<file path="config.mk">
export PLATFORM = sky130hd
export DESIGN_NAME = binomial_mod_prime
export DESIGN_NICKNAME = d
export VERILOG_FILES = /design/src/hdl/bmp_pkg.sv /design/src/hdl/bmp_mulmod.sv /design/src/hdl/binomial_mod_prime.sv
export VERILOG_INCLUDE_DIRS = /design/src /design/src/hdl
export SDC_FILE = /design/constraint.sdc
export NUM_CORES = 2
export LEC_CHECK = 0
export BUFFER_PORTS_ARGS = -buffer_cell sky130_fd_sc_hd__buf_2
export CAP_MARGIN = 20
export CORE_ASPECT_RATIO = 0.7
export CORE_MARGIN = 2
export CORE_UTILIZATION = 39
export CTS_BUF_LIST = sky130_fd_sc_hd__clkbuf_2 sky130_fd_sc_hd__clkbuf_4 sky130_fd_sc_hd__clkbuf_8
export DETAILED_ROUTE_END_ITERATION = 7
export PLACE_DENSITY = 0.52
export SKIP_CTS_REPAIR_TIMING = 1
export SLEW_MARGIN = 20
export SYNTH_ARGS = -nofsm -noshare
export SYNTH_HDL_FRONTEND = slang
export SYNTH_SLANG_ARGS = --single-unit
</file>
<file path="constraint.sdc">
create_clock -name clock -period 24.7 [get_ports clock]
set_input_delay 2.47 -clock clock [delete_from_list [all_inputs] [get_ports clock]]
set_output_delay 2.47 -clock clock [all_outputs]
set_load 0.02 [all_outputs]
</file>
<file path="src/hdl/binomial_mod_prime_defines.svh">
// Assertion macros shared by the binomial coefficient block.
`ifndef BINOMIAL_MOD_PRIME_DEFINES_SVH
`define BINOMIAL_MOD_PRIME_DEFINES_SVH

// Same-cycle implication, sampled on clock and disabled while reset is high.
`define BMP_ASSERT_IMP(lbl, ante, cons, msg) \
   lbl: assert property (@(posedge clock) disable iff (reset) (ante) |-> (cons)) \
      else $error(msg);

// Next-cycle implication, sampled on clock and disabled while reset is high.
`define BMP_ASSERT_NXT(lbl, ante, cons, msg) \
   lbl: assert property (@(posedge clock) disable iff (reset) (ante) |=> (cons)) \
      else $error(msg);

`endif

</file>
<file path="src/hdl/bmp_pkg.sv">
// Package with the constants and types of the binomial coefficient block.
`timescale 1ns / 1ps
`default_nettype none
package bmp_pkg;

   localparam int RES_W = 30;
   localparam int CNT_W = 16;
   localparam int EXP_BITS = 30;

   localparam logic [RES_W-1:0] MOD_P = 30'd1000000007;
   localparam logic [RES_W-1:0] FERMAT_EXP = 30'd1000000005;
   localparam logic [31:0] MOD_2P = 32'd2000000014;
   localparam logic [30:0] BARRETT_MU = 31'd1152921496;

   typedef struct packed {
      logic             start;
      logic [RES_W-1:0] a;
      logic [RES_W-1:0] b;
   } mm_req_type;

   typedef struct packed {
      logic             done;
      logic [RES_W-1:0] product;
   } mm_rsp_type;

endpackage
`default_nettype wire

</file>
<file path="src/hdl/bmp_mulmod.sv">
// Multicycle modular multiplier with Barrett reduction on one shared multiplier.
`timescale 1ns / 1ps
`default_nettype none
module bmp_mulmod (
   input  wire logic               clock,
   input  wire logic               reset,
   input  wire bmp_pkg::mm_req_type mm_req,
   output bmp_pkg::mm_rsp_type      mm_rsp
);

   localparam logic [2:0] U_IDLE = 3'd0;
   localparam logic [2:0] U_M1   = 3'd1;
   localparam logic [2:0] U_M2   = 3'd2;
   localparam logic [2:0] U_M3   = 3'd3;
   localparam logic [2:0] U_COR  = 3'd4;

   logic [2:0]  state_ff, state_in;
   logic [29:0] a_ff, a_in;
   logic [29:0] b_ff, b_in;
   logic [59:0] prod_ff, prod_in;
   logic [30:0] q_ff, q_in;
   logic [31:0] r_ff, r_in;
   logic        done_ff, done_in;
   logic [29:0] res_ff, res_in;
   logic [31:0] mul_a;
   logic [31:0] mul_b;
   logic [63:0] mul_p;
   logic [31:0] r_m1;
   logic [31:0] r_m2;

   always_comb begin
      case (state_ff)
         U_M1: begin
            mul_a = {2'b00, a_ff};
            mul_b = {2'b00, b_ff};
         end
         U_M2: begin
            mul_a = {1'b0, prod_ff[59:29]};
            mul_b = {1'b0, bmp_pkg::BARRETT_MU};
         end
         U_M3: begin
            mul_a = {1'b0, q_ff};
            mul_b = {2'b00, bmp_pkg::MOD_P};
         end
         default: begin
            mul_a = 32'd0;
            mul_b = 32'd0;
         end
      endcase
   end

   assign mul_p = 64'(mul_a) * 64'(mul_b);
   assign r_m1 = r_ff - {2'b00, bmp_pkg::MOD_P};
   assign r_m2 = r_ff - bmp_pkg::MOD_2P;

   always_comb begin
      state_in = state_ff;
      a_in = a_ff;
      b_in = b_ff;
      prod_in = prod_ff;
      q_in = q_ff;
      r_in = r_ff;
      res_in = res_ff;
      done_in = 1'b0;
      case (state_ff)
         U_IDLE: begin
            if (mm_req.start) begin
               a_in = mm_req.a;
               b_in = mm_req.b;
               state_in = U_M1;
            end
         end
         U_M1: begin
            prod_in = mul_p[59:0];
            state_in = U_M2;
         end
         U_M2: begin
            q_in = mul_p[61:31];
            state_in = U_M3;
         end
         U_M3: begin
            r_in = prod_ff[31:0] - mul_p[31:0];
            state_in = U_COR;
         end
         U_COR: begin
            if (r_ff >= bmp_pkg::MOD_2P) begin
               res_in = r_m2[29:0];
            end else if (r_ff >= {2'b00, bmp_pkg::MOD_P}) begin
               res_in = r_m1[29:0];
            end else begin
               res_in = r_ff[29:0];
            end
            done_in = 1'b1;
            state_in = U_IDLE;
         end
         default: begin
            state_in = U_IDLE;
         end
      endcase
   end

   always_ff @(posedge clock) begin
      if (reset) begin
         state_ff <= U_IDLE;
         done_ff <= 1'b0;
      end else begin
         state_ff <= state_in;
         done_ff <= done_in;
      end
      a_ff <= a_in;
      b_ff <= b_in;
      prod_ff <= prod_in;
      q_ff <= q_in;
      r_ff <= r_in;
      res_ff <= res_in;
   end

   assign mm_rsp.done = done_ff;
   assign mm_rsp.product = res_ff;

endmodule
`default_nettype wire

</file>
<file path="src/hdl/binomial_mod_prime.sv">
// Top level of the binomial coefficient modulo 1000000007 block.
// Usage:
//   An input word on the req_ channel carries n (req_top_value) and k
//   (req_choose_count). One result word on the rsp_ channel carries C(n,k) mod
//   1000000007. Both channels use valid and ready.
//   The block works on one word at a time and holds req_ready low until the
//   result has been loaded into the output register.
//   Every modular product runs on one shared multiplier in bmp_mulmod, one
//   product at a time. The loop spends two products per unit of k, the
//   inverse of k! takes 44 more and the final product one; after them the
//   word is loaded into the output register. A word with k above n mod
//   1000000007 or above MAX_CHOOSE starts no product and goes from idle
//   straight to the done state, where a zero result is loaded into the
//   output register.
//   If the receiver stalls, the finished result waits in the output register
//   and the block can take the next input word; that word's result waits
//   until the previous one is taken.
//   Synchronous reset returns the sequencer to idle and empties the output
//   register.
`timescale 1ns / 1ps
`default_nettype none
`include "binomial_mod_prime_defines.svh"
module binomial_mod_prime #(
   parameter int MAX_CHOOSE = 65535
) (
   input  wire logic        clock,
   input  wire logic        reset,
   input  wire logic        req_valid,
   output logic             req_ready,
   input  wire logic [29:0] req_top_value,
   input  wire logic [15:0] req_choose_count,
   output logic             rsp_valid,
   input  wire logic        rsp_ready,
   output logic [29:0]      rsp_coefficient
);

   localparam logic [2:0] S_IDLE  = 3'd0;
   localparam logic [2:0] S_FALL  = 3'd1;
   localparam logic [2:0] S_FACT  = 3'd2;
   localparam logic [2:0] S_PMUL  = 3'd3;
   localparam logic [2:0] S_PSQR  = 3'd4;
   localparam logic [2:0] S_FINAL = 3'd5;
   localparam logic [2:0] S_DONE  = 3'd6;
   localparam logic [4:0] LAST_BIT = 5'(bmp_pkg::EXP_BITS - 1);

   logic [2:0]  state_ff, state_in;
   logic        pending_ff, pending_in;
   logic [29:0] n_ff, n_in;
   logic [15:0] k_ff, k_in;
   logic [15:0] j_ff, j_in;
   logic [29:0] fall_ff, fall_in;
   logic [29:0] fact_ff, fact_in;
   logic [29:0] acc_ff, acc_in;
   logic [29:0] base_ff, base_in;
   logic [4:0]  bit_ff, bit_in;
   logic [29:0] result_ff, result_in;
   logic        rsp_valid_ff, rsp_valid_in;
   logic [29:0] rsp_coefficient_ff, rsp_coefficient_in;
   logic [29:0] n_red;
   logic        accept;
   logic [16:0] j_next;
   bmp_pkg::mm_req_type mm_req;
   bmp_pkg::mm_rsp_type mm_rsp;

   bmp_mulmod u_mulmod (
      .clock  (clock),
      .reset  (reset),
      .mm_req (mm_req),
      .mm_rsp (mm_rsp)
   );

   assign req_ready = (state_ff == S_IDLE);
   assign accept = req_valid && req_ready;
   assign n_red = (req_top_value >= bmp_pkg::MOD_P) ? req_top_value - bmp_pkg::MOD_P
                                                   : req_top_value;
   assign j_next = {1'b0, j_ff} + 17'd1;

   always_comb begin
      mm_req.start = 1'b0;
      mm_req.a = fall_ff;
      mm_req.b = 30'd0;
      case (state_ff)
         S_FALL: begin
            mm_req.start = !pending_ff && (j_ff != k_ff);
            mm_req.a = fall_ff;
            mm_req.b = n_ff - {14'd0, j_ff};
         end
         S_FACT: begin
            mm_req.start = !pending_ff;
            mm_req.a = fact_ff;
            mm_req.b = {13'd0, j_next};
         end
         S_PMUL: begin
            mm_req.start = !pending_ff && bmp_pkg::FERMAT_EXP[bit_ff];
            mm_req.a = acc_ff;
            mm_req.b = base_ff;
         end
         S_PSQR: begin
            mm_req.start = !pending_ff && (bit_ff != LAST_BIT);
            mm_req.a = base_ff;
            mm_req.b = base_ff;
         end
         S_FINAL: begin
            mm_req.start = !pending_ff;
            mm_req.a = fall_ff;
            mm_req.b = acc_ff;
         end
         default: begin
            mm_req.start = 1'b0;
         end
      endcase
   end

   always_comb begin
      state_in = state_ff;
      pending_in = pending_ff;
      n_in = n_ff;
      k_in = k_ff;
      j_in = j_ff;
      fall_in = fall_ff;
      fact_in = fact_ff;
      acc_in = acc_ff;
      base_in = base_ff;
      bit_in = bit_ff;
      result_in = result_ff;
      rsp_valid_in = rsp_valid_ff && !rsp_ready;
      rsp_coefficient_in = rsp_coefficient_ff;
      if (mm_req.start) begin
         pending_in = 1'b1;
      end
      case (state_ff)
         S_IDLE: begin
            if (accept) begin
               n_in = n_red;
               k_in = req_choose_count;
               j_in = 16'd0;
               fall_in = 30'd1;
               fact_in = 30'd1;
               if ((32'(req_choose_count) > MAX_CHOOSE) || ({14'd0, req_choose_count} > n_red))
               begin
                  result_in = 30'd0;
                  state_in = S_DONE;
               end else begin
                  state_in = S_FALL;
               end
            end
         end
         S_FALL: begin
            if (j_ff == k_ff) begin
               acc_in = 30'd1;
               base_in = fact_ff;
               bit_in = 5'd0;
               state_in = S_PMUL;
            end else if (mm_rsp.done) begin
               pending_in = 1'b0;
               fall_in = mm_rsp.product;
               state_in = S_FACT;
            end
         end
         S_FACT: begin
            if (mm_rsp.done) begin
               pending_in = 1'b0;
               fact_in = mm_rsp.product;
               j_in = j_next[15:0];
               state_in = S_FALL;
            end
         end
         S_PMUL: begin
            if (!bmp_pkg::FERMAT_EXP[bit_ff]) begin
               state_in = S_PSQR;
            end else if (mm_rsp.done) begin
               pending_in = 1'b0;
               acc_in = mm_rsp.product;
               state_in = S_PSQR;
            end
         end
         S_PSQR: begin
            if (bit_ff == LAST_BIT) begin
               state_in = S_FINAL;
            end else if (mm_rsp.done) begin
               pending_in = 1'b0;
               base_in = mm_rsp.product;
               bit_in = bit_ff + 5'd1;
               state_in = S_PMUL;
            end
         end
         S_FINAL: begin
            if (mm_rsp.done) begin
               pending_in = 1'b0;
               result_in = mm_rsp.product;
               state_in = S_DONE;
            end
         end
         S_DONE: begin
            if (!rsp_valid_ff || rsp_ready) begin
               rsp_valid_in = 1'b1;
               rsp_coefficient_in = result_ff;
               state_in = S_IDLE;
            end
         end
         default: begin
            state_in = S_IDLE;
         end
      endcase
   end

   always_ff @(posedge clock) begin
      if (reset) begin
         state_ff <= S_IDLE;
         pending_ff <= 1'b0;
         rsp_valid_ff <= 1'b0;
      end else begin
         state_ff <= state_in;
         pending_ff <= pending_in;
         rsp_valid_ff <= rsp_valid_in;
      end
      n_ff <= n_in;
      k_ff <= k_in;
      j_ff <= j_in;
      fall_ff <= fall_in;
      fact_ff <= fact_in;
      acc_ff <= acc_in;
      base_ff <= base_in;
      bit_ff <= bit_in;
      result_ff <= result_in;
      rsp_coefficient_ff <= rsp_coefficient_in;
   end

   assign rsp_valid = rsp_valid_ff;
   assign rsp_coefficient = rsp_coefficient_ff;

   `BMP_ASSERT_IMP(a_rsp_reduced, rsp_valid, rsp_coefficient < bmp_pkg::MOD_P, "result not reduced")
   `BMP_ASSERT_IMP(a_done_pending, mm_rsp.done, pending_ff, "product arrived unrequested")
   `BMP_ASSERT_NXT(a_busy_after_accept, accept, !req_ready, "ready after accepting a word")

endmodule
`default_nettype wire

</file>
Word-level counts from Yosys, hierarchy flattened

Memories as Yosys holds them, arrays and structs flattened. A register that Yosys moved wholly into a read port is not among the register bits.
Cells that the tools add are included.

$lt $le $gt $ge: 5
Multiply operators: 1
Divide/modulo/power cells: 0
Shift-type cells: 0
Reduce and logical (&&, ||, !) cells: 26
$add $sub $neg: 7
Eq/ne operators: 30
Bitwise gates (word level): 0
Mux-type cells: 53

Operators by type and width:

| operator               | number |
|---|---|
| $mux 30                | 12 |
| $pmux 30 s2            | 5 |
| $pmux 60 s5            | 1 |
| $pmux 31 s3            | 2 |
| $sub 30x30->30 const B | 3 |
| $mul 31x31->62         | 1 |
| $mux 3                 | 12 |
| $ge 32x30->1 const B   | 1 |
| $ge 32x31->1 const B   | 1 |
| $mux 16                | 2 |
| $pmux 16 s2            | 1 |
| $sub 32x32->32         | 1 |
| $ge 30x30->1 const B   | 1 |
| $gt 16x30->1           | 1 |
| $sub 30x16->30         | 1 |
| $pmux 3 s7             | 1 |
| $mux 5                 | 4 |
| $add 16x1->17 const B  | 1 |
| $eq 16x16->1           | 1 |
| $ne 16x16->1           | 1 |
| $reduce_and 4->1       | 4 |
| $ne 2x1->1 const B     | 7 |
| $eq 3x2->1 const B     | 4 |
| $eq 3x3->1 const B     | 4 |
| 20 further kinds       | 50 |

Bits in read-only memories: 32
Bits of input ports: 50
Memories kept: 1
Output and inout port bits: 32
Flip-flop bits (word level): 469
Latch bits: 0
RAM bits: 0

Memories:

| memory           | words | bits a word | rd ports | clocked after Yosys merged registers in | wr ports | RTL line                  | source |
|---|---|---|---|---|---|---|---|
| (name not given) | 32    | 1           | 1        | 1                                       | 0        | binomial_mod_prime.sv:169 | `if (!bmp_pkg::FERMAT_EXP[bit_ff]) begin` |

Logic depth before layout (Yosys ltp)

Word-level depth: 8
Depth in mapped cells: 41
Gate-level depth less buffers: 37

Modules after synthesis

From an unflattened synthesis, not the netlist that was laid out.

Cell total of the unflattened synthesis: 5479
Area total of the unflattened synthesis: 53437.5 um2

By module, submodules not included:

| module             | sequential area each (um2) | cells each | instances | area an instance (um2) |
|---|---|---|---|---|
| bmp_mulmod         | 6476.2                     | 4159       | 1         | 39603.0 |
| binomial_mod_prime | 7537.2                     | 1320       | 1         | 13834.5 |

Least setup slack after synthesis

No wires, ideal clock.

Path type: register to register
From: register u_mulmod.state_ff[2]
To: register u_mulmod.r_ff[28], data pin
Stages on the path, launching flop included: 39
Slack: 12.643 ns
Clock period less this slack: 12.057 ns
Buffers on the path: 5
Arrival time: 11.791 ns
Cells stage by stage: dfxtp_1 nand2b_1 nor2_1 clkbuf_1 buf_1 clkbuf_1 nand2_1 clkbuf_1 nor2_1 fa_1 fa_1 fa_1 inv_1 fa_1 inv_1 fa_1 inv_1 fa_1 (+3 left out) ha_1 clkbuf_1 nand4_1 a2111oi_0 o31a_1 or2_2 xor2_1 inv_1 ha_1 nor2_1 nor2_1 nand2_1 a211o_1 a221o_1 maj3_1 a221oi_1 nor3_1 xor2_1

Word-level cells in the longest chain between the ends: 4
Elaborated cells on any way between the ends: 7
Classes of those cells: 1 x add/sub; 1 x mul; 3 x eq/ne; 2 x mux

Ends and longest elaborated chain:

| element                                         | RTL line          | source |
|---|---|---|
| start: declaration                              | bmp_mulmod.sv:17  | `logic [2:0] state_ff, state_in;` |
| start signal: assignment                        | bmp_mulmod.sv:107 | `state_ff <= state_in;` |
| $eq 3x2->1 / $eq 3x1->1 (equally long branches) | bmp_mulmod.sv:32  | `case (state_ff)` |
| $pmux 31 s3                                     | bmp_mulmod.sv:32  |  |
| $mul 31x31->62 *                                | bmp_mulmod.sv:52  | `assign mul_p = 64'(mul_a) * 64'(mul_b);` |
| via u_mulmod.mul_p[19]                          | bmp_mulmod.sv:27  | `logic [63:0] mul_p;` |
| $sub 32x32->32 *                                | bmp_mulmod.sv:82  | `r_in = prod_ff[31:0] - mul_p[31:0];` |
| end signal: assignment                          | bmp_mulmod.sv:114 | `r_ff <= r_in;` |
| end: declaration                                | bmp_mulmod.sv:22  | `logic [31:0] r_ff, r_in;` |

The timed path passes the listed nets; every way through them passes the cells marked *.
A chain may end at the register's enable or synchronous reset.

Final worst setup path

From: register u_mulmod.state_ff[0]
To: register u_mulmod.r_ff[27], data pin

Same word-level chain as after synthesis.

==> metrics.yaml <==
status: "complete, no violations"
num-nets-final: 6689
timing.rr.start: "u_mulmod.state_ff[0]"
drt_iter0_drc: 4334
hpwl_um: 151000
p_leak_nw: 24.6
hold_path.startpoint: "result_ff[26]"
maxCapViolCount: 0
cp-start-kind: "flop"
max_freq_mhz: 77.5
groute.usage.overall: 0.280
syn_to_final_growth_pct: 7.86
synth_flop_cell: "edfxtp_1"
slew_violations: 0
hold_violations: 0
grt_pass1_vias: 40100
ys_async_sr_fraction: 0
ctsLongestPathBuffers: 3
holdPathStages: 0
ys_seq_area_frac: 0.263
antenna_found_initial: 6
critPathKind: "reg2reg"
io_pins: 82
powerDensity_nw_per_um2: 85.7
grt_max_degree: 79
crit_top_cell: "fa_1"
end_kind: "flop"
hold_class: "reg2reg"
grt_setup_unrepaired: "no"
synth_area_um2: 53300
die_h_um: 313
reg2reg_depth: 35
clkTransAtPathRegs_ps: 60
setup_ws_ps: 11800
layout_commonest_cell: "inv_1"
fin_skew_ps: 66.8
synth_warnings: 0
die_area_um2: 140000
setup_viol: 0
clkPwrFrac: 0.150
vias_per_cell: 5.46
path_delay_family: "adder cells"
cts_tree: "built"
ys_seq_elements: 470
tns_ps: 0
slowest_delay_ps: 820
cp.required_ps: 25180
numCtsBuffers: 78
maxSlewHeadroom: 0.184
cp-endpoint: "u_mulmod.r_ff[27]"
port_buffers: 81
slowest_stage: "nand2_1"
via_count: 40000
cts-root-buf: "clkbuf_8"
layout_common_cells: "inv_1 (889), nand2_1 (886), fa_1 (839), nor2_1 (498), edfxtp_1 (460)"
drt-total-wl_um: 193000
grt_pass1_wl_um: 283000
wl_per_cell_um: 26.3
crit_cells: 35
place_ws_ps: 12040
postSynthAreaPerCell_um2: 9.72
dp_cells: 7184
power_frac_seq: 0.248
place_congestion: 1.01
clk-insertion-delay-late_ps: 740
finalNonFillerCells: 7330
synth_edf_count: 460
worstReg2RegEnd: "u_mulmod.r_ff[27]"
cts_sinks: 470
min_period_over_period: 0.522
rows: 113
htree_levels: 3
final_antenna_net_count: 0
crit_arrival_ps: 13380
drc: 0
crit_start: "u_mulmod.state_ff[0]"
p_switching_w: 0.00256
core_um2: 136000
period_needed_ps: 12900
start_util: 0.393
regToRegSetupSlack_ps: 11800
syn_inst: 5486
switching_share: 0.519
vdd_ir_drop_max_uv: 91.5
die_x_um: 446
first_pass_iters: 6
synthDistinctLibCells: 85
worst_pin_slew_ps: 1220
power.internal_w: 0.00237
crit_buf_inv: 3
grt_overflow: 0
critPathMaxFanout: 50
combPwrFrac: 0.601
drive_gt1_frac: 0.0671
-- power groups by stage --
stage | registers, W | clock network, W | logic, W
2_1_floorplan | 0.00119 | 0 | 0.00172
5_1_grt | 0.00124 | 0.000793 | 0.00317
3_5_place_dp | 0.00124 | 0 | 0.00286
4_1_cts | 0.00122 | 0.000756 | 0.00289
6_report | 0.00123 | 0.000741 | 0.00296
3_3_place_gp | 0.00124 | 0 | 0.00286
-- worst register-to-register path, delay by kind of cell (launching register included) --
family / cells / cell delay (ps)
buffers and inverters: 3 / 860
xor gates and xnor gates: 2 / 650
and+or+nand+nor: 10 / 2960
AOI/OAI and AO/OA: 9 / 2860
adders and majority gates: 11 / 4710
DFF: 1 / 630
-- cells in the mapped netlist, types with 9 or more instances --
cell,instances,area [um^2]
nand2_1,888,3330
o22ai_1,19,119
and2_1,112,701
a221oi_1,17,149
ha_1,317,3970
o21bai_1,19,143
nor2_1,509,1910
o21a_1,20,150
a31oi_1,25,156
mux2i_1,35,350
xor2_1,63,552
xnor2_1,131,1150
o211ai_1,12,90.1
a21boi_0,13,97.6
edfxtp_1,460,13800
nor4_1,15,93.8
o21ai_0,146,731
a21oi_1,163,816
inv_1,889,3340
a22oi_1,39,293
maj3_1,9,90.1
buf_1,10,37.5
a21o_1,56,420
a221o_1,15,150
fa_1,839,16800
a211oi_1,10,75.1
nand4_1,23,144
nand2b_1,32,200
clkbuf_1,251,942
nand3_1,38,190
nor2b_1,20,125
and3_1,77,482
nor3_1,48,240
dfxtp_1,10,200
or2_2,11,68.8
or3_1,20,125
-- logic make-up after synthesis --
logic type / Yosys count / share of synthesized area
adders and majority gates: 1165 / 0.391
DFF: 470 / 0.263
AOI/OAI and AO/OA: 637 / 0.0775
buffers and inverters: 1155 / 0.0815
xor gates and xnor gates: 194 / 0.0319
and+or+nand+nor: 1827 / 0.148
muxes: 36 / 0.00678
other: 2 / 0.000141
-- routing by layer --
metal  vias to the layer above  wire [um]  track usage
li1                      17500          -            -
met1                     20500      93700        0.456
met2                      1835      72700        0.360
met3                       181      23200       0.0869
met4                         4       3100       0.0423
met5                         -         34            0
-- how the worst min path moves through the flow --
stage / endpoint / slack [ps]
detailed placement: rsp_coefficient[16] / 410
floorplan: rsp_coefficient[0] / 400
global placement: rsp_coefficient[16] / 410
global route: rsp_coefficient[28] / 430
finish: rsp_coefficient[26] / 420
CTS: rsp_coefficient[16] / 420
-- through the flow --
stage	cell area, um^2	utilization	hold slack, ps	total power, W
2_1_floorplan	53300	-	400	0.00291
3_3_place_gp	55900	0.412	408	0.00410
3_5_place_dp	55900	0.412	405	0.00410
4_1_cts	57500	0.423	420	0.00487
5_1_grt	57500	0.424	427	0.00520
6_report	57500	0.424	420	0.00493
-- final cells by class --
type	count	area (um^2)
Inverter	889	3340
Sequential cell	470	14000
Clock buffer	100	1240
Fill cell	13300	78200
Timing Repair Buffer	179	1160
Clock inverter	39	348
Tap cell	1782	2230
Multi-Input combinational cell	3865	35100
Antenna cell	6	15.0
-- state kept, by name (all words and copies together), names as in the netlist, 5 cells and up, named ones only --
signal,count
u_mulmod.r_ff,32
base_ff,30
k_ff,16
u_mulmod.prod_ff,60
n_ff,30
bit_ff,5
j_ff,16
fall_ff,30
u_mulmod.res_ff,30
rsp_coefficient,30
result_ff,30
acc_ff,30
u_mulmod.a_ff,30
u_mulmod.q_ff,31
u_mulmod.b_ff,30
fact_ff,30
Power figures use the tool's default switching activity.
